File: src/design/ssfs_pkg.sv
// ----------------------------------------------------------------------------
// ssfs_pkg - shared types and constants of the seven segment frame sequencer
// Command and frame kind codes, queue entry and configuration structs,
// segment table and decimal reciprocal constants.
// ----------------------------------------------------------------------------
`default_nettype none

package ssfs_pkg;

   // input commands
   localparam logic [2:0] CMD_FOUR_DIGITS = 3'd0;
   localparam logic [2:0] CMD_FOUR_RAW    = 3'd1;
   localparam logic [2:0] CMD_ONE_DIGIT   = 3'd2;
   localparam logic [2:0] CMD_ONE_RAW     = 3'd3;
   localparam logic [2:0] CMD_INTEGER     = 3'd4;
   localparam logic [2:0] CMD_CLOCK       = 3'd5;
   localparam logic [2:0] CMD_REFRESH     = 3'd6;
   localparam logic [2:0] CMD_CLEAR       = 3'd7;

   // frame kinds carried through the queue
   localparam logic [1:0] KIND_FOUR  = 2'd0;
   localparam logic [1:0] KIND_ONE   = 2'd1;
   localparam logic [1:0] KIND_CLEAR = 2'd2;

   // configuration register indexes
   localparam logic [2:0] REG_BRIGHTNESS  = 3'd0;
   localparam logic [2:0] REG_POINT_ON    = 3'd1;
   localparam logic [2:0] REG_START_ADDR  = 3'd2;
   localparam logic [2:0] REG_AUTO_DATA   = 3'd3;
   localparam logic [2:0] REG_FIXED_DATA  = 3'd4;
   localparam int         CSR_ADDR_W      = 5;

   // reset values of the configuration registers
   localparam logic [2:0] BRIGHTNESS_RST  = 3'd7;
   localparam logic [7:0] START_ADDR_RST  = 8'hc0;
   localparam logic [7:0] AUTO_DATA_RST   = 8'h40;
   localparam logic [7:0] FIXED_DATA_RST  = 8'h44;

   // bus byte constants
   localparam logic [7:0] CTRL_BASE        = 8'h88;
   localparam logic [7:0] SINGLE_ADDR_BASE = 8'hc0;
   localparam logic [7:0] POINT_BIT        = 8'h80;
   localparam logic [7:0] SEG_BLANK        = 8'h00;

   // digit codes
   localparam logic [3:0] CODE_BLANK = 4'd10;
   localparam logic [3:0] CODE_MINUS = 4'd11;

   // accepted ranges
   localparam logic [14:0] INT_POS_MAX = 15'd9999;
   localparam logic [14:0] INT_NEG_MAX = 15'd999;
   localparam logic [6:0]  CLOCK_MAX   = 7'd99;

   // reciprocals: x / d == (x * R) >> S over the accepted ranges
   localparam logic [13:0] RECIP_1000 = 14'd8389;   // >> 23, x < 10000
   localparam logic [13:0] RECIP_100  = 14'd5243;   // >> 19, x < 10000
   localparam logic [13:0] RECIP_10   = 14'd6554;   // >> 16, x < 10000
   localparam logic [7:0]  RECIP_10_S = 8'd205;     // >> 11, x < 100

   localparam int QUEUE_DEPTH = 4;
   localparam int QUEUE_PTR_W = 2;

   typedef struct packed {
      logic [1:0]      kind;
      logic [1:0]      pos;
      logic [3:0][7:0] seg;
   } entry_type;

   typedef struct packed {
      logic [2:0] brightness;
      logic       point_on;
      logic [7:0] start_address_cmd;
      logic [7:0] auto_data_cmd;
      logic [7:0] fixed_data_cmd;
   } cfg_type;

   function automatic logic [7:0] code_to_seg(input logic [7:0] code);
      logic [7:0] seg;
      case (code)
         8'd0:    seg = 8'h3f;
         8'd1:    seg = 8'h06;
         8'd2:    seg = 8'h5b;
         8'd3:    seg = 8'h4f;
         8'd4:    seg = 8'h66;
         8'd5:    seg = 8'h6d;
         8'd6:    seg = 8'h7d;
         8'd7:    seg = 8'h07;
         8'd8:    seg = 8'h7f;
         8'd9:    seg = 8'h6f;
         8'd11:   seg = 8'h40;
         default: seg = SEG_BLANK;   // blank code and anything above minus
      endcase
      return seg;
   endfunction

endpackage

`default_nettype wire

File: src/design/ssfs_front.sv
// ----------------------------------------------------------------------------
// ssfs_front - command intake and formatting
// Two stages: range checks and decimal quotients, then digit formatting,
// blanking and segment lookup. Keeps the stored segments and pushes one
// frame entry per in-range command into the queue.
// ----------------------------------------------------------------------------
`default_nettype none

module ssfs_front (
   input  wire logic                    clock,
   input  wire logic                    reset,
   input  wire logic                    req_valid,
   output logic                         req_stall,
   input  wire logic [2:0]              req_cmd,
   input  wire logic [1:0]              req_position,
   input  wire logic [7:0]              req_slot0,
   input  wire logic [7:0]              req_slot1,
   input  wire logic [7:0]              req_slot2,
   input  wire logic [7:0]              req_slot3,
   input  wire logic signed [14:0]      req_number,
   input  wire logic [6:0]              req_hours,
   input  wire logic [6:0]              req_minutes,
   output logic                         q_push,
   output ssfs_pkg::entry_type          q_entry,
   input  wire logic                    q_full
);

   function automatic logic [13:0] times_ten(input logic [13:0] x);
      return (x << 3) + (x << 1);
   endfunction

   // ---------------- stage 1: captured command ----------------
   logic                    s1_valid_ff;
   logic [2:0]              s1_cmd_ff;
   logic [1:0]              s1_pos_ff;
   logic [3:0][7:0]         s1_slot_ff;
   logic [14:0]             s1_number_ff;
   logic [6:0]              s1_hours_ff;
   logic [6:0]              s1_minutes_ff;

   // ---------------- stage 2: quotients ----------------
   logic                    s2_valid_ff;
   logic [2:0]              s2_cmd_ff;
   logic [1:0]              s2_pos_ff;
   logic [3:0][7:0]         s2_slot_ff;
   logic                    s2_neg_ff;
   logic                    s2_int_ok_ff;
   logic                    s2_clk_ok_ff;
   logic [13:0]             s2_abs_ff;
   logic [3:0]              s2_q1000_ff;
   logic [6:0]              s2_q100_ff;
   logic [9:0]              s2_q10_ff;
   logic [6:0]              s2_hours_ff;
   logic [6:0]              s2_minutes_ff;
   logic [3:0]              s2_hq_ff;
   logic [3:0]              s2_mq_ff;

   logic [3:0][7:0]         last_seg_ff;
   logic [3:0][7:0]         last_seg_in;

   logic                    s1_take;
   logic                    s2_take;
   logic                    s2_done;
   logic                    s2_drop;

   // stage 1 combinational
   logic                    s1_neg;
   logic [14:0]             s1_abs;
   logic                    s1_int_ok;
   logic                    s1_clk_ok;
   logic [27:0]             p1000;
   logic [27:0]             p100;
   logic [27:0]             p10;
   logic [14:0]             ph;
   logic [14:0]             pm;

   assign s1_neg    = s1_number_ff[14];
   assign s1_abs    = s1_neg ? (15'd0 - s1_number_ff) : s1_number_ff;
   assign s1_int_ok = s1_neg ? (s1_abs <= ssfs_pkg::INT_NEG_MAX)
                             : (s1_abs <= ssfs_pkg::INT_POS_MAX);
   assign s1_clk_ok = (s1_hours_ff <= ssfs_pkg::CLOCK_MAX) &&
                      (s1_minutes_ff <= ssfs_pkg::CLOCK_MAX);
   assign p1000 = {14'd0, s1_abs[13:0]} * {14'd0, ssfs_pkg::RECIP_1000};
   assign p100  = {14'd0, s1_abs[13:0]} * {14'd0, ssfs_pkg::RECIP_100};
   assign p10   = {14'd0, s1_abs[13:0]} * {14'd0, ssfs_pkg::RECIP_10};
   assign ph    = {8'd0, s1_hours_ff} * {7'd0, ssfs_pkg::RECIP_10_S};
   assign pm    = {8'd0, s1_minutes_ff} * {7'd0, ssfs_pkg::RECIP_10_S};

   // pipeline control
   assign s2_drop = ((s2_cmd_ff == ssfs_pkg::CMD_INTEGER) && !s2_int_ok_ff) ||
                    ((s2_cmd_ff == ssfs_pkg::CMD_CLOCK) && !s2_clk_ok_ff);
   assign s2_done = s2_valid_ff && (s2_drop || !q_full);
   assign q_push  = s2_valid_ff && !s2_drop && !q_full;
   assign s2_take = !s2_valid_ff || s2_done;
   assign s1_take = !s1_valid_ff || s2_take;
   assign req_stall = !s1_take;

   always_ff @(posedge clock) begin
      if (reset) begin
         s1_valid_ff <= 1'b0;
         s2_valid_ff <= 1'b0;
      end else begin
         if (s1_take) begin
            s1_valid_ff <= req_valid;
         end
         if (s2_take) begin
            s2_valid_ff <= s1_valid_ff;
         end
      end
   end

   always_ff @(posedge clock) begin
      if (s1_take) begin
         s1_cmd_ff     <= req_cmd;
         s1_pos_ff     <= req_position;
         s1_slot_ff    <= {req_slot3, req_slot2, req_slot1, req_slot0};
         s1_number_ff  <= req_number;
         s1_hours_ff   <= req_hours;
         s1_minutes_ff <= req_minutes;
      end
      if (s2_take) begin
         s2_cmd_ff     <= s1_cmd_ff;
         s2_pos_ff     <= s1_pos_ff;
         s2_slot_ff    <= s1_slot_ff;
         s2_neg_ff     <= s1_neg;
         s2_int_ok_ff  <= s1_int_ok;
         s2_clk_ok_ff  <= s1_clk_ok;
         s2_abs_ff     <= s1_abs[13:0];
         s2_q1000_ff   <= p1000[26:23];
         s2_q100_ff    <= p100[25:19];
         s2_q10_ff     <= p10[25:16];
         s2_hours_ff   <= s1_hours_ff;
         s2_minutes_ff <= s1_minutes_ff;
         s2_hq_ff      <= ph[14:11];
         s2_mq_ff      <= pm[14:11];
      end
   end

   // stage 2: digits of the integer
   logic [3:0] d0, d1, d2, d3;
   logic [3:0] c0, c1, c2, c3;
   logic [3:0] hd0, hd1, md0, md1;
   logic [13:0] t1, t2, t3;

   assign t1 = {7'd0, s2_q100_ff} - times_ten({10'd0, s2_q1000_ff});
   assign t2 = {4'd0, s2_q10_ff} - times_ten({7'd0, s2_q100_ff});
   assign t3 = s2_abs_ff - times_ten({4'd0, s2_q10_ff});
   assign d0 = s2_q1000_ff;
   assign d1 = t1[3:0];
   assign d2 = t2[3:0];
   assign d3 = t3[3:0];

   // leading zero blanking; minus just left of the first nonzero digit
   always_comb begin
      c0 = d0;
      c1 = d1;
      c2 = d2;
      c3 = d3;
      if (d0 == 4'd0) begin
         if (s2_neg_ff && (d1 != 4'd0)) begin
            c0 = ssfs_pkg::CODE_MINUS;
         end else begin
            c0 = ssfs_pkg::CODE_BLANK;
            if (d1 == 4'd0) begin
               if (s2_neg_ff && (d2 != 4'd0)) begin
                  c1 = ssfs_pkg::CODE_MINUS;
               end else begin
                  c1 = ssfs_pkg::CODE_BLANK;
                  if (d2 == 4'd0) begin
                     c2 = (s2_neg_ff && (d3 != 4'd0)) ? ssfs_pkg::CODE_MINUS
                                                     : ssfs_pkg::CODE_BLANK;
                  end
               end
            end
         end
      end
   end

   // clock digits; hour tens blank when zero
   logic [13:0] th, tm;
   assign th  = {7'd0, s2_hours_ff} - times_ten({10'd0, s2_hq_ff});
   assign tm  = {7'd0, s2_minutes_ff} - times_ten({10'd0, s2_mq_ff});
   assign hd0 = (s2_hq_ff == 4'd0) ? ssfs_pkg::CODE_BLANK : s2_hq_ff;
   assign hd1 = th[3:0];
   assign md0 = s2_mq_ff;
   assign md1 = tm[3:0];

   // entry build
   always_comb begin
      q_entry.kind = ssfs_pkg::KIND_FOUR;
      q_entry.pos  = s2_pos_ff;
      q_entry.seg  = s2_slot_ff;
      case (s2_cmd_ff)
         ssfs_pkg::CMD_FOUR_DIGITS: begin
            for (int i = 0; i < 4; i++) begin
               q_entry.seg[i] = ssfs_pkg::code_to_seg(s2_slot_ff[i]);
            end
         end
         ssfs_pkg::CMD_FOUR_RAW: begin
            q_entry.seg = s2_slot_ff;
         end
         ssfs_pkg::CMD_ONE_DIGIT: begin
            q_entry.kind   = ssfs_pkg::KIND_ONE;
            q_entry.seg[0] = ssfs_pkg::code_to_seg(s2_slot_ff[0]);
         end
         ssfs_pkg::CMD_ONE_RAW: begin
            q_entry.kind = ssfs_pkg::KIND_ONE;
         end
         ssfs_pkg::CMD_INTEGER: begin
            q_entry.seg[0] = ssfs_pkg::code_to_seg({4'd0, c0});
            q_entry.seg[1] = ssfs_pkg::code_to_seg({4'd0, c1});
            q_entry.seg[2] = ssfs_pkg::code_to_seg({4'd0, c2});
            q_entry.seg[3] = ssfs_pkg::code_to_seg({4'd0, c3});
         end
         ssfs_pkg::CMD_CLOCK: begin
            q_entry.seg[0] = ssfs_pkg::code_to_seg({4'd0, hd0});
            q_entry.seg[1] = ssfs_pkg::code_to_seg({4'd0, hd1});
            q_entry.seg[2] = ssfs_pkg::code_to_seg({4'd0, md0});
            q_entry.seg[3] = ssfs_pkg::code_to_seg({4'd0, md1});
         end
         ssfs_pkg::CMD_REFRESH: begin
            q_entry.seg = last_seg_ff;
         end
         default: begin
            q_entry.kind = ssfs_pkg::KIND_CLEAR;
            q_entry.seg  = '0;
         end
      endcase
   end

   // stored segments follow the frames in command order
   always_comb begin
      last_seg_in = last_seg_ff;
      case (q_entry.kind)
         ssfs_pkg::KIND_FOUR:  last_seg_in = q_entry.seg;
         ssfs_pkg::KIND_ONE:   last_seg_in[q_entry.pos] = q_entry.seg[0];
         default:              last_seg_in = '0;
      endcase
   end

   always_ff @(posedge clock) begin
      if (reset) begin
         last_seg_ff <= '0;
      end else if (q_push) begin
         last_seg_ff <= last_seg_in;
      end
   end

endmodule

`default_nettype wire

File: src/design/ssfs_queue.sv
// ----------------------------------------------------------------------------
// ssfs_queue - frame entry queue
// Small FIFO between formatting and byte sequencing.
// ----------------------------------------------------------------------------
`default_nettype none

module ssfs_queue (
   input  wire logic                 clock,
   input  wire logic                 reset,
   input  wire logic                 push,
   input  wire ssfs_pkg::entry_type  push_entry,
   output logic                      full,
   input  wire logic                 pop,
   output ssfs_pkg::entry_type       pop_entry,
   output logic                      not_empty
);

   ssfs_pkg::entry_type entries_ff [ssfs_pkg::QUEUE_DEPTH];
   logic [ssfs_pkg::QUEUE_PTR_W-1:0] wr_ptr_ff, wr_ptr_in;
   logic [ssfs_pkg::QUEUE_PTR_W-1:0] rd_ptr_ff, rd_ptr_in;
   logic [ssfs_pkg::QUEUE_PTR_W:0]   count_ff, count_in;
   logic                             do_push;
   logic                             do_pop;

   assign full      = (count_ff == (ssfs_pkg::QUEUE_PTR_W+1)'(ssfs_pkg::QUEUE_DEPTH));
   assign not_empty = (count_ff != '0);
   assign do_push   = push && !full;
   assign do_pop    = pop && not_empty;
   assign pop_entry = entries_ff[rd_ptr_ff];

   assign wr_ptr_in = do_push ? wr_ptr_ff + 1'b1 : wr_ptr_ff;
   assign rd_ptr_in = do_pop ? rd_ptr_ff + 1'b1 : rd_ptr_ff;
   assign count_in  = count_ff + {{ssfs_pkg::QUEUE_PTR_W{1'b0}}, do_push}
                               - {{ssfs_pkg::QUEUE_PTR_W{1'b0}}, do_pop};

   always_ff @(posedge clock) begin
      if (reset) begin
         wr_ptr_ff <= '0;
         rd_ptr_ff <= '0;
         count_ff  <= '0;
      end else begin
         wr_ptr_ff <= wr_ptr_in;
         rd_ptr_ff <= rd_ptr_in;
         count_ff  <= count_in;
      end
   end

   always_ff @(posedge clock) begin
      if (do_push) begin
         entries_ff[wr_ptr_ff] <= push_entry;
      end
   end

endmodule

`default_nettype wire

File: src/design/ssfs_back.sv
// ----------------------------------------------------------------------------
// ssfs_back - bus byte sequencer
// Walks one queued frame entry a byte per cycle into the result register while rsp_stall is low.
// ----------------------------------------------------------------------------
`default_nettype none

module ssfs_back (
   input  wire logic                 clock,
   input  wire logic                 reset,
   input  wire ssfs_pkg::cfg_type    cfg,
   input  wire logic                 q_not_empty,
   input  wire ssfs_pkg::entry_type  q_entry,
   output logic                      q_pop,
   output logic                      rsp_valid,
   input  wire logic                 rsp_stall,
   output logic [7:0]                rsp_bus_byte,
   output logic                      rsp_start_before,
   output logic                      rsp_stop_after,
   output logic                      rsp_last
);

   logic       rsp_valid_ff, rsp_valid_in;
   logic [7:0] rsp_bus_byte_ff, rsp_bus_byte_in;
   logic       rsp_start_ff, rsp_start_in;
   logic       rsp_stop_ff, rsp_stop_in;
   logic       rsp_last_ff, rsp_last_in;
   logic [3:0] step_ff, step_in;

   logic       out_free;
   logic       fire;
   logic [7:0] ctrl_byte;
   logic [7:0] point_mask;
   logic [1:0] four_idx;
   logic [1:0] one_pos;
   logic [7:0] one_seg;

   assign out_free   = !rsp_valid_ff || !rsp_stall;
   assign fire       = q_not_empty && out_free;
   assign ctrl_byte  = ssfs_pkg::CTRL_BASE + {5'd0, cfg.brightness};
   assign point_mask = cfg.point_on ? ssfs_pkg::POINT_BIT : 8'd0;
   assign four_idx   = step_ff[1:0] - 2'd2;
   assign one_pos    = (q_entry.kind == ssfs_pkg::KIND_CLEAR) ? step_ff[3:2] : q_entry.pos;
   assign one_seg    = (q_entry.kind == ssfs_pkg::KIND_CLEAR) ? ssfs_pkg::SEG_BLANK
                                                              : q_entry.seg[0];

   always_comb begin
      rsp_bus_byte_in = ctrl_byte;
      rsp_start_in    = 1'b1;
      rsp_stop_in     = 1'b1;
      rsp_last_in     = 1'b0;
      case (q_entry.kind)
         ssfs_pkg::KIND_FOUR: begin
            rsp_last_in = (step_ff == 4'd6);
            case (step_ff)
               4'd0: rsp_bus_byte_in = cfg.auto_data_cmd;
               4'd1: begin
                  rsp_bus_byte_in = cfg.start_address_cmd;
                  rsp_stop_in     = 1'b0;
               end
               4'd2, 4'd3, 4'd4, 4'd5: begin
                  rsp_bus_byte_in = q_entry.seg[four_idx] ^ point_mask;
                  rsp_start_in    = 1'b0;
                  rsp_stop_in     = (step_ff == 4'd5);
               end
               default: rsp_bus_byte_in = ctrl_byte;
            endcase
         end
         ssfs_pkg::KIND_ONE, ssfs_pkg::KIND_CLEAR: begin
            rsp_last_in = (q_entry.kind == ssfs_pkg::KIND_CLEAR) ? (step_ff == 4'd15)
                                                                 : (step_ff == 4'd3);
            case (step_ff[1:0])
               2'd0: rsp_bus_byte_in = cfg.fixed_data_cmd;
               2'd1: begin
                  rsp_bus_byte_in = ssfs_pkg::SINGLE_ADDR_BASE | {6'd0, one_pos};
                  rsp_stop_in     = 1'b0;
               end
               2'd2: begin
                  rsp_bus_byte_in = one_seg ^ point_mask;
                  rsp_start_in    = 1'b0;
               end
               default: rsp_bus_byte_in = ctrl_byte;
            endcase
         end
         default: rsp_last_in = 1'b1;   // unused kind: never queued
      endcase
   end

   assign q_pop        = fire && rsp_last_in;
   assign step_in      = fire ? (rsp_last_in ? 4'd0 : step_ff + 4'd1) : step_ff;
   assign rsp_valid_in = fire ? 1'b1 : (rsp_stall ? rsp_valid_ff : 1'b0);

   always_ff @(posedge clock) begin
      if (reset) begin
         rsp_valid_ff <= 1'b0;
         step_ff      <= 4'd0;
      end else begin
         rsp_valid_ff <= rsp_valid_in;
         step_ff      <= step_in;
      end
   end

   always_ff @(posedge clock) begin
      if (fire) begin
         rsp_bus_byte_ff <= rsp_bus_byte_in;
         rsp_start_ff    <= rsp_start_in;
         rsp_stop_ff     <= rsp_stop_in;
         rsp_last_ff     <= rsp_last_in;
      end
   end

   assign rsp_valid        = rsp_valid_ff;
   assign rsp_bus_byte     = rsp_bus_byte_ff;
   assign rsp_start_before = rsp_start_ff;
   assign rsp_stop_after   = rsp_stop_ff;
   assign rsp_last         = rsp_last_ff;

endmodule

`default_nettype wire

File: src/design/seven_segment_frame_sequencer_unit.sv
// ----------------------------------------------------------------------------
// seven_segment_frame_sequencer_unit - four digit display frame sequencer
// Turns display commands into marked bus bytes for a TM1637-style display.
//
// Request channel (req_*): one command per transfer, valid/stall handshake.
// Response channel (rsp_*): one bus byte per transfer, with start/stop marks;
// rsp_last flags the final byte of a command. Four-position frames give 7
// bytes, single-position frames 4, clear 16; out-of-range integer or clock
// commands give no bytes at all.
// Path: after its request transfer, the first byte of a command passes the
// second formatting stage, the queue write and the result register.
// Throughput: one byte per cycle on the response side while rsp_stall is low;
// the request side keeps taking commands back to back until the 4-entry
// frame queue and the two front stages are full.
// Configuration: APB-style registers at 4*i (brightness, point_on, address
// command, auto and fixed data commands); the user must write them only while idle, not enforced.
// Reset: synchronous; clears the pipeline, queue, stored segments and
// restores register defaults. rsp_stall holds the result register and,
// through the queue, eventually stalls the request side.
// ----------------------------------------------------------------------------
`default_nettype none

module seven_segment_frame_sequencer_unit (
   input  wire logic                              clock,
   input  wire logic                              reset,
   // request channel
   input  wire logic                              req_valid,
   output logic                                   req_stall,
   input  wire logic [2:0]                        req_cmd,
   input  wire logic [1:0]                        req_position,
   input  wire logic [7:0]                        req_slot0,
   input  wire logic [7:0]                        req_slot1,
   input  wire logic [7:0]                        req_slot2,
   input  wire logic [7:0]                        req_slot3,
   input  wire logic signed [14:0]                req_number,
   input  wire logic [6:0]                        req_hours,
   input  wire logic [6:0]                        req_minutes,
   // response channel
   output logic                                   rsp_valid,
   input  wire logic                              rsp_stall,
   output logic [7:0]                             rsp_bus_byte,
   output logic                                   rsp_start_before,
   output logic                                   rsp_stop_after,
   output logic                                   rsp_last,
   // configuration port
   input  wire logic                              psel,
   input  wire logic                              penable,
   input  wire logic                              pwrite,
   input  wire logic [ssfs_pkg::CSR_ADDR_W-1:0]   paddr,
   input  wire logic [31:0]                       pwdata,
   output logic [31:0]                            prdata,
   output logic                                   pready
);

   // ---------------- configuration registers ----------------
   ssfs_pkg::cfg_type cfg_ff, cfg_in;
   logic              csr_write;
   logic [2:0]        csr_index;

   assign pready    = 1'b1;
   assign csr_index = paddr[ssfs_pkg::CSR_ADDR_W-1:2];
   assign csr_write = psel && penable && pwrite && pready;

   always_comb begin
      cfg_in = cfg_ff;
      if (csr_write) begin
         case (csr_index)
            ssfs_pkg::REG_BRIGHTNESS: cfg_in.brightness        = pwdata[2:0];
            ssfs_pkg::REG_POINT_ON:   cfg_in.point_on          = pwdata[0];
            ssfs_pkg::REG_START_ADDR: cfg_in.start_address_cmd = pwdata[7:0];
            ssfs_pkg::REG_AUTO_DATA:  cfg_in.auto_data_cmd     = pwdata[7:0];
            ssfs_pkg::REG_FIXED_DATA: cfg_in.fixed_data_cmd    = pwdata[7:0];
            default:                  cfg_in = cfg_ff;   // unmapped: ignored
         endcase
      end
   end

   always_ff @(posedge clock) begin
      if (reset) begin
         cfg_ff.brightness        <= ssfs_pkg::BRIGHTNESS_RST;
         cfg_ff.point_on          <= 1'b0;
         cfg_ff.start_address_cmd <= ssfs_pkg::START_ADDR_RST;
         cfg_ff.auto_data_cmd     <= ssfs_pkg::AUTO_DATA_RST;
         cfg_ff.fixed_data_cmd    <= ssfs_pkg::FIXED_DATA_RST;
      end else begin
         cfg_ff <= cfg_in;
      end
   end

   // read mux, zero extended
   always_comb begin
      case (csr_index)
         ssfs_pkg::REG_BRIGHTNESS: prdata = {29'd0, cfg_ff.brightness};
         ssfs_pkg::REG_POINT_ON:   prdata = {31'd0, cfg_ff.point_on};
         ssfs_pkg::REG_START_ADDR: prdata = {24'd0, cfg_ff.start_address_cmd};
         ssfs_pkg::REG_AUTO_DATA:  prdata = {24'd0, cfg_ff.auto_data_cmd};
         ssfs_pkg::REG_FIXED_DATA: prdata = {24'd0, cfg_ff.fixed_data_cmd};
         default:                  prdata = 32'd0;
      endcase
   end

   // ---------------- front: intake and formatting ----------------
   logic                q_push;
   logic                q_full;
   logic                q_pop;
   logic                q_not_empty;
   ssfs_pkg::entry_type q_push_entry;
   ssfs_pkg::entry_type q_pop_entry;

   ssfs_front u_front (
      .clock        (clock),
      .reset        (reset),
      .req_valid    (req_valid),
      .req_stall    (req_stall),
      .req_cmd      (req_cmd),
      .req_position (req_position),
      .req_slot0    (req_slot0),
      .req_slot1    (req_slot1),
      .req_slot2    (req_slot2),
      .req_slot3    (req_slot3),
      .req_number   (req_number),
      .req_hours    (req_hours),
      .req_minutes  (req_minutes),
      .q_push       (q_push),
      .q_entry      (q_push_entry),
      .q_full       (q_full)
   );

   // ---------------- frame queue ----------------
   ssfs_queue u_queue (
      .clock      (clock),
      .reset      (reset),
      .push       (q_push),
      .push_entry (q_push_entry),
      .full       (q_full),
      .pop        (q_pop),
      .pop_entry  (q_pop_entry),
      .not_empty  (q_not_empty)
   );

   // ---------------- back: byte sequencing ----------------
   ssfs_back u_back (
      .clock            (clock),
      .reset            (reset),
      .cfg              (cfg_ff),
      .q_not_empty      (q_not_empty),
      .q_entry          (q_pop_entry),
      .q_pop            (q_pop),
      .rsp_valid        (rsp_valid),
      .rsp_stall        (rsp_stall),
      .rsp_bus_byte     (rsp_bus_byte),
      .rsp_start_before (rsp_start_before),
      .rsp_stop_after   (rsp_stop_after),
      .rsp_last         (rsp_last)
   );

   // ---------------- assertions ----------------
   // every frame ends on the control byte, which closes with a stop
   a_last_has_stop: assert property (@(posedge clock) disable iff (reset)
      rsp_valid && rsp_last |-> rsp_stop_after && rsp_start_before)
      else $error("final byte of a command without start/stop");

   // an address byte (start, no stop) is never the end of a command
   a_addr_not_last: assert property (@(posedge clock) disable iff (reset)
      rsp_valid && rsp_start_before && !rsp_stop_after |-> !rsp_last)
      else $error("command ended on an address byte");

   // nothing is pending on the response side right after reset
   a_reset_clears: assert property (@(posedge clock)
      !reset && $past(reset) |-> !rsp_valid)
      else $error("response valid straight out of reset");

endmodule

`default_nettype wire

File: config.mk
export PLATFORM = sky130hd
export DESIGN_NAME = seven_segment_frame_sequencer_unit
export DESIGN_NICKNAME = d
export VERILOG_FILES = /design/src/design/ssfs_pkg.sv /design/src/design/ssfs_front.sv /design/src/design/ssfs_queue.sv /design/src/design/ssfs_back.sv /design/src/design/seven_segment_frame_sequencer_unit.sv
export SDC_FILE = /design/constraint.sdc
export NUM_CORES = 1
export LEC_CHECK = 0
export ABC_AREA = 1
export BUFFER_PORTS_ARGS = -buffer_cell sky130_fd_sc_hd__clkbuf_2
export CAP_MARGIN = 10
export CORE_ASPECT_RATIO = 1.1
export CORE_MARGIN = 5
export CORE_UTILIZATION = 46
export CTS_BUF_LIST = sky130_fd_sc_hd__clkbuf_8
export DETAILED_ROUTE_END_ITERATION = 8
export GPL_TIMING_DRIVEN = 0
export PLACE_DENSITY = 0.72
export SLEW_MARGIN = 40
export SYNTH_ARGS = -nofsm -noshare
export SYNTH_HDL_FRONTEND = slang
export SYNTH_SLANG_ARGS = --single-unit
export TNS_END_PERCENT = 1
File: constraint.sdc
create_clock -name clock -period 7.6 [get_ports clock]
set_input_delay 1.14 -clock clock [delete_from_list [all_inputs] [get_ports clock]]
set_output_delay 1.14 -clock clock [all_outputs]
set_load 0.02 [all_outputs]
Word level (Yosys, flattened, before mapping):

Memory sizes are Yosys's and may differ from the RTL's. A register that Yosys moved wholly into a read port is not among the register bits.
Index checks and enable logic that the tools add are counted.
W data, S select, Z words.

* memories: 14
* ROM bits: 1456
* bits of input ports: 110
* register bits after elaboration: 223
* RAM bits: 144

Memory list
* u_queue.entries_ff: words 4, bits a word 36, rd ports 1, clocked after memory_dff 1, wr ports 1, RTL line ssfs_queue.sv:18 `ssfs_pkg::entry_type entries_ff [ssfs_pkg::QUEUE_DEPTH];`
* (no name shown): words 16, bits a word 7, rd ports 1, clocked after memory_dff 1, wr ports 0, RTL line ssfs_pkg.sv:79 `case (code)`
* (no name shown): words 16, bits a word 7, rd ports 1, clocked after memory_dff 1, wr ports 0, RTL line ssfs_pkg.sv:79
* (no name shown): words 16, bits a word 7, rd ports 1, clocked after memory_dff 1, wr ports 0, RTL line ssfs_pkg.sv:79
* (no name shown): words 16, bits a word 7, rd ports 1, clocked after memory_dff 1, wr ports 0, RTL line ssfs_pkg.sv:79
* (no name shown): words 16, bits a word 7, rd ports 1, clocked after memory_dff 1, wr ports 0, RTL line ssfs_pkg.sv:79
* +8 memories

* reduce and logical (&&, ||, !) cells: 59
* $lt $le $gt $ge: 7
* bitwise gates (word level): 2
* $mul: 5
* add/sub/neg operators: 18
* mux-type cells: 57
* equal/unequal tests: 24

Operators by type and width (count)
* $pmux W24 S5: 1
* $mux W8: 9
* $mux W4: 17
* $pmux W32 S2: 1
* $pmux W8 S3: 2
* $pmux W8 S6: 1
* $pmux W8 S5: 1
* $logic_not A4 Y1: 9
* $bwmux W32: 1
* $mul A7 B8 Y15 const B: 2
* $mul A14 B14 Y27 const B: 1
* $mul A14 B13 Y23 const B: 1
* $add A4 B4 Y4: 5
* $sub A4 B4 Y4: 5
* $mul A14 B12 Y19 const B: 1
* $bmux W8 S2: 1
* $demux W8 S2: 1
* $logic_and A1 B1 Y1: 16
* $pmux W8 S2: 1
* $xor A8 B8 Y8: 2
* $eq A3 B3 Y1 const B: 5
* $le A15 B10 Y1 const B: 1
* $le A15 B14 Y1 const B: 1
* $mux W15: 1
* other kinds (34): 86

Longest topological paths before layout:

An unclocked memory read counts as a cell.

* depth after elaboration: 13
* mapped depth: 28
* gate-level depth less buffers: 28

Modules after synthesis:

From an unflattened synthesis, not the netlist that was laid out.

* cell total of the unflattened synthesis: 3405
* area, all modules: 29968.7 um^2

By module, submodules not included
* ssfs_front: area an instance 20798.7 um^2, instances 1, seq. area each 5525.3 um^2, cells an instance 2468
* ssfs_queue: area an instance 5856.9 um^2, instances 1, seq. area each 4504.3 um^2, cells an instance 415
* ssfs_back: area an instance 1721.7 um^2, instances 1, seq. area each 430.4 um^2, cells an instance 275
* seven_segment_frame_sequencer_unit: area an instance 1591.5 um^2, instances 1, seq. area each 560.5 um^2, cells an instance 247

Worst setup path before layout:

OpenSTA, ideal clock, no wires.

* kind: reg-to-reg
* from: register u_front.s1_number_ff[0]
* to: register u_front.s2_q100_ff[2] (data pin)
* setup time: 0.265 ns
* slack: 1.632 ns
* cell stages (with the launch flop): 21
* required time: 7.335 ns
* data arrival time: 5.704 ns
* path through: edfxtp_1 inv_1 nand4_1 nor2_1 a21oi_1 xnor2_1 inv_1 fa_1 ha_1 fa_1 inv_1 fa_1 fa_1 inv_1 ha_1 nand2_1 nor3_1 nor3b_1 nand3_1 o211ai_1 xor2_1

* longest elaborated chain between the ends: 3

Ends and longest elaborated chain
* from (decl): RTL line ssfs_front.sv:37 `logic [14:0] s1_number_ff;`
* from (signal assigned): RTL line ssfs_front.sv:117 `s1_number_ff <= req_number;`
* $sub A1 B15 Y15: RTL line ssfs_front.sv:78 `assign s1_abs = s1_neg ? (15'd0 - s1_number_ff) : s1_number_ff;`
* $mux W15 (*): RTL line ssfs_front.sv:78
* $mul A14 B13 Y23 (*): RTL line ssfs_front.sv:84 `assign p100 = {14'd0, s1_abs[13:0]} * {14'd0, ssfs_pkg::RECIP_100};`
* net u_front.p100[21]: RTL line ssfs_front.sv:72 `logic [27:0] p100;`
* to (signal assigned): RTL line ssfs_front.sv:130 `s2_q100_ff <= p100[25:19];`
* to (decl): RTL line ssfs_front.sv:51 `logic [6:0] s2_q100_ff;`

Mark *: on every way through the listed nets, which the timed path passes. The rest lies on a longest branch.
A chain may end at the register's enable or synchronous reset.

Worst setup path in the final report:

Same ends and word-level chain as after synthesis.

==> summary.md <==
| Metric | Value |
|---|---|
| Drt via density | between 5 and 6 |
| Setup violations, final | 0 |
| Internal Power | 6.248 mW |
| Post-synth top flop | edfxtp_1 |
| Flops & latches, synth | between 400 and 500 |
| Worst path slowest cell | edfxtp_1 |
| Worst R2R Start | u_front.s1_number_ff[0] |
| Post-synth cell types | slightly above 60 |
| Row count | a little under 100 |
| Root Buffer | clkbuf_8 |
| Yosys warns | 0 |
| Port Buf Inserts | ~100 |
| Comb pwr share | 58.0% |
| Critical path's top delay family | adder cells |
| Initial antenna violation count | 1 |
| Bufs and invs on worst path | 6 |
| Endpoint, Worst Hold | u_front.s2_cmd_ff[1] |
| Cts hold-fix bufs | 0 |
| Worst Tran Pin Value | 0.8543 ns |
| Starting Density | around 46% |
| Drt first pass iters | 6 |
| Max cap viols | 0 |
| Cells resized by post-CTS repair | 0 |
| Largest net degree at the start of global routing | 66 |
| H-tree level count | 3 |
| Endpoint type of the worst setup path | flip-flop |
| WHS Path Cells | 0 |
| Worst Path Arrival | ~7.6 ns |
| Outcome | complete, no violations |
| Final min period | roughly 7.2 ns |
| R2R Setup Slk | 0.38 ns |
| CP cell instances | inv_1 -> ha_1 -> nand4_1 -> nor2_1 -> o21ai_0 -> nand2_1 -> nand2_1 -> inv_1 -> nor2_1 -> ha_1 -> ha_1 -> inv_1 -> fa_1 -> inv_1 -> fa_1 -> inv_1 -> fa_1 -> inv_1 -> ha_1 -> a21oi_1 -> o21ai_0 -> a221oi_1 -> o211ai_1 -> xor2_1 |
| VDD IR max | ~0.29 mV |
| Die Wd | about 250 um |
| Asr flop ratio synth | 0% |
| P&R area growth vs syn | 11.64% |
| CTS tree | done |
| Final wirelength | 73320 um |
| Clock Skew | around 0.046 ns |
| Worst r2r path cells | 24 |
| Clock buffer depth | 3 |
| RSZ-0062 raised after global routing | no |
| RePlAce Congestion | between 0.9 and 1 |
| Switching Fraction | 46.23% |
| Sink Count | around 400 |
| Final Instance Area | 0.03284 sq mm |
| CTS clock-pin slew for the worst setup and hold paths | ~0.060 ns |
| Routed WL per cell | about 17 um |
| FMAX | 138.5 MHz |
| Die height | between 200 and 300 um |
| R2r endpoint | u_front.s2_q100_ff[2] |
| LEAKAGE | around 16 nW |
| Nets | ~4.1k |
| Worst setup SP type | flip-flop |
| Crit path kind | reg -> reg |
| IO Count | around 160 |
| # Post-CTS Setup Buffers | 0 |
| Post-DP HPWL | approximately 58000 um |
| Seq/Total Area, Yosys | a little under two fifths |
| Clock Power Share | between 15 and 20% |
| Levels on crit path | 24 |
| Global-route usage over all layers | between 20% and 30% |
| Crit path required time | between 7 and 8 ns |
| PwrDens | between 300 and 400 mW/mm^2 |
| Core area | 0.06360 sq mm |
| Crit share post-route | 94.99% |
| Detail Route Antenna Nets | 0 |
| Maximum fanout along the worst path | 14 |
| CP max stage delay | approximately 0.9 ns |
| Layout cells sized above 1 | between 8 and 9% |
| Number of remaining DRC errors | 0 |
| Post-Syn Instances | about 3.3k |
| Post-Place Cell Area | ~0.031 sq mm |
| Via count | between 20k and 25k |
| Grt total ovfl | 0 |
| Relative slew margins | 42.80% |
| Synthesized area | about 0.029 sq mm |
| DRT iter0 DRCs | approximately 1.5k |
| Final Hold Vio Count | 0 |
| Syn Area/Cell | 8.938 sq um |
| Number of global-route vias before repair | 22.55k |
| First-pass GRT wire length | approximately 120000 um |
| Worst skew pair latency | about 0.67 ns |
| Power consumption | 11.62 mW |
| CTS Buf Count | 67 |
| Seq pwr share | 25.1% |
| Full die area | slightly below 0.07 sq mm |
| Non-Filler Instances | 4399 |
| Hold Crit Start | u_front.s1_cmd_ff[1] |
| Most frequent CP cell | inv_1 |
| DP Cell Count | 4273 |
| Net Sw Power | about 5.4 mW |
| Number of synthesized flops with an enable pin | 293 |
| Hold/Removal Path Class | reg -> reg |
| Max-slew violations | 0 |
## through the flow
stage / util, % / worst slack [ns] / TNS [ns] / hold slack, ns
2_1_floorplan: - / 1.632 / 0 / 0.4003
3_3_place_gp: 48.86 / -0.2342 / -0.2439 / 0.4019
3_5_place_dp: 49.44 / 0.4340 / 0 / 0.4061
4_1_cts: 51.60 / 0.4207 / 0 / 0.3889
5_1_grt: 51.63 / 0.1166 / 0 / 0.3846
6_report: 51.63 / 0.3808 / 0 / 0.3940
## synthesized netlist by cell type, types with 10 or more instances
library cell	number	area share, %
nor3_1	11	0.19
inv_2	11	0.14
dfxtp_1	111	7.6
inv_1	563	7.2
nor2_1	231	2.9
o221ai_1	17	0.51
o211ai_1	32	0.82
or2_2	12	0.26
ha_1	380	16
a21oi_1	183	3.1
nand3_1	132	2.2
or2_0	12	0.26
edfxtp_1	293	30
o21ai_0	241	4.1
o22ai_1	31	0.66
fa_1	137	9.3
xnor2_1	22	0.66
xor2_1	41	1.2
buf_4	25	0.64
nand2_1	594	7.6
a221oi_1	10	0.30
clkbuf_1	50	0.64
nand4_1	21	0.45
## layout by cell type, fill, tap and decap left out, types with 76 or more instances in the layout
cell / instances
a21oi_1: 183
clkbuf_2: 105
clkbuf_8: 76
dfxtp_1: 111
edfxtp_1: 293
fa_1: 137
ha_1: 380
inv_1: 585
nand2_1: 594
nand3_1: 132
nor2_1: 227
o21ai_0: 239
## state kept, by name, summed over array words and instances (netlist names), 7 cells and up, named ones only
register / cells
u_front.s1_number_ff: 15
u_front.last_seg_ff: 32
u_front.s2_slot_ff: 32
u_queue.entries_ff: 144
u_back.rsp_bus_byte: 8
u_front.s1_slot_ff: 32
cfg_ff: 28
u_front.s1_minutes_ff: 7
u_front.s1_hours_ff: 7
## worst max path at each step
| stage | slack (ns) | to | start |
|---|---|---|---|
| final | 0.38 | u_front.s2_q100_ff[2] | u_front.s1_number_ff[0] |
| after global routing | 0.12 | u_front.s2_q100_ff[2] | u_front.s1_number_ff[0] |
| after CTS | 0.42 | u_front.s2_q100_ff[2] | u_front.s1_number_ff[0] |
| after detailed placement | 0.43 | u_front.s2_q100_ff[2] | u_front.s1_number_ff[0] |
| after global placement | -0.23 | u_front.s2_q100_ff[2] | u_front.s1_number_ff[0] |
| after floorplan | 1.63 | u_front.s2_q100_ff[2] | u_front.s1_number_ff[0] |
## power by group through the flow
stage / clock network, mW / logic [mW] / registers, mW
3_3_place_gp: 0 / 6.51 / 2.95
3_5_place_dp: 0 / 6.67 / 2.96
4_1_cts: 2.00 / 6.72 / 2.92
5_1_grt: 2.10 / 7.78 / 2.94
2_1_floorplan: 0 / 4.96 / 2.95
6_report: 1.96 / 6.74 / 2.92
## routing by layer
metal | global-route usage (%) | vias up | part of all wire [%]
met1 | 27.19 | 10790 | 42
met3 | 3.515 | 157 | 6.5
li1 | - | 11270 | -
met4 | 6.737 | 0 | 3.2
met2 | 35.83 | 801 | 48
met5 | 0 | - | 0
## layout make-up
cell class              instances  area (sq um)
clock inverters                48         331.6
inverters                     583          2191
fillers                      5872         30760
clock buffers                  76          1046
flip-flops and latches        404         11020
plain buffers                  88         460.4
well taps                     841          1052
diodes                          2         5.005
repair buffers                118         775.7
multi-input cells            2239         15960
## cells by family (layout without fill, tap and decap cells)
group,count (synthesis),after routing,synth area share [%]
AND/OR/NAND/NOR,1056,1056,15.03
AO/OA/AOI/OAI,578,578,11.14
buffers and inverters,671,913,8.980
flip-flops,404,404,37.47
adder cells (fa/ha/maj),517,517,25.49
other,2,27,0.02553
XOR/XNOR,63,63,1.876
Power figures use the tool's default switching activity.
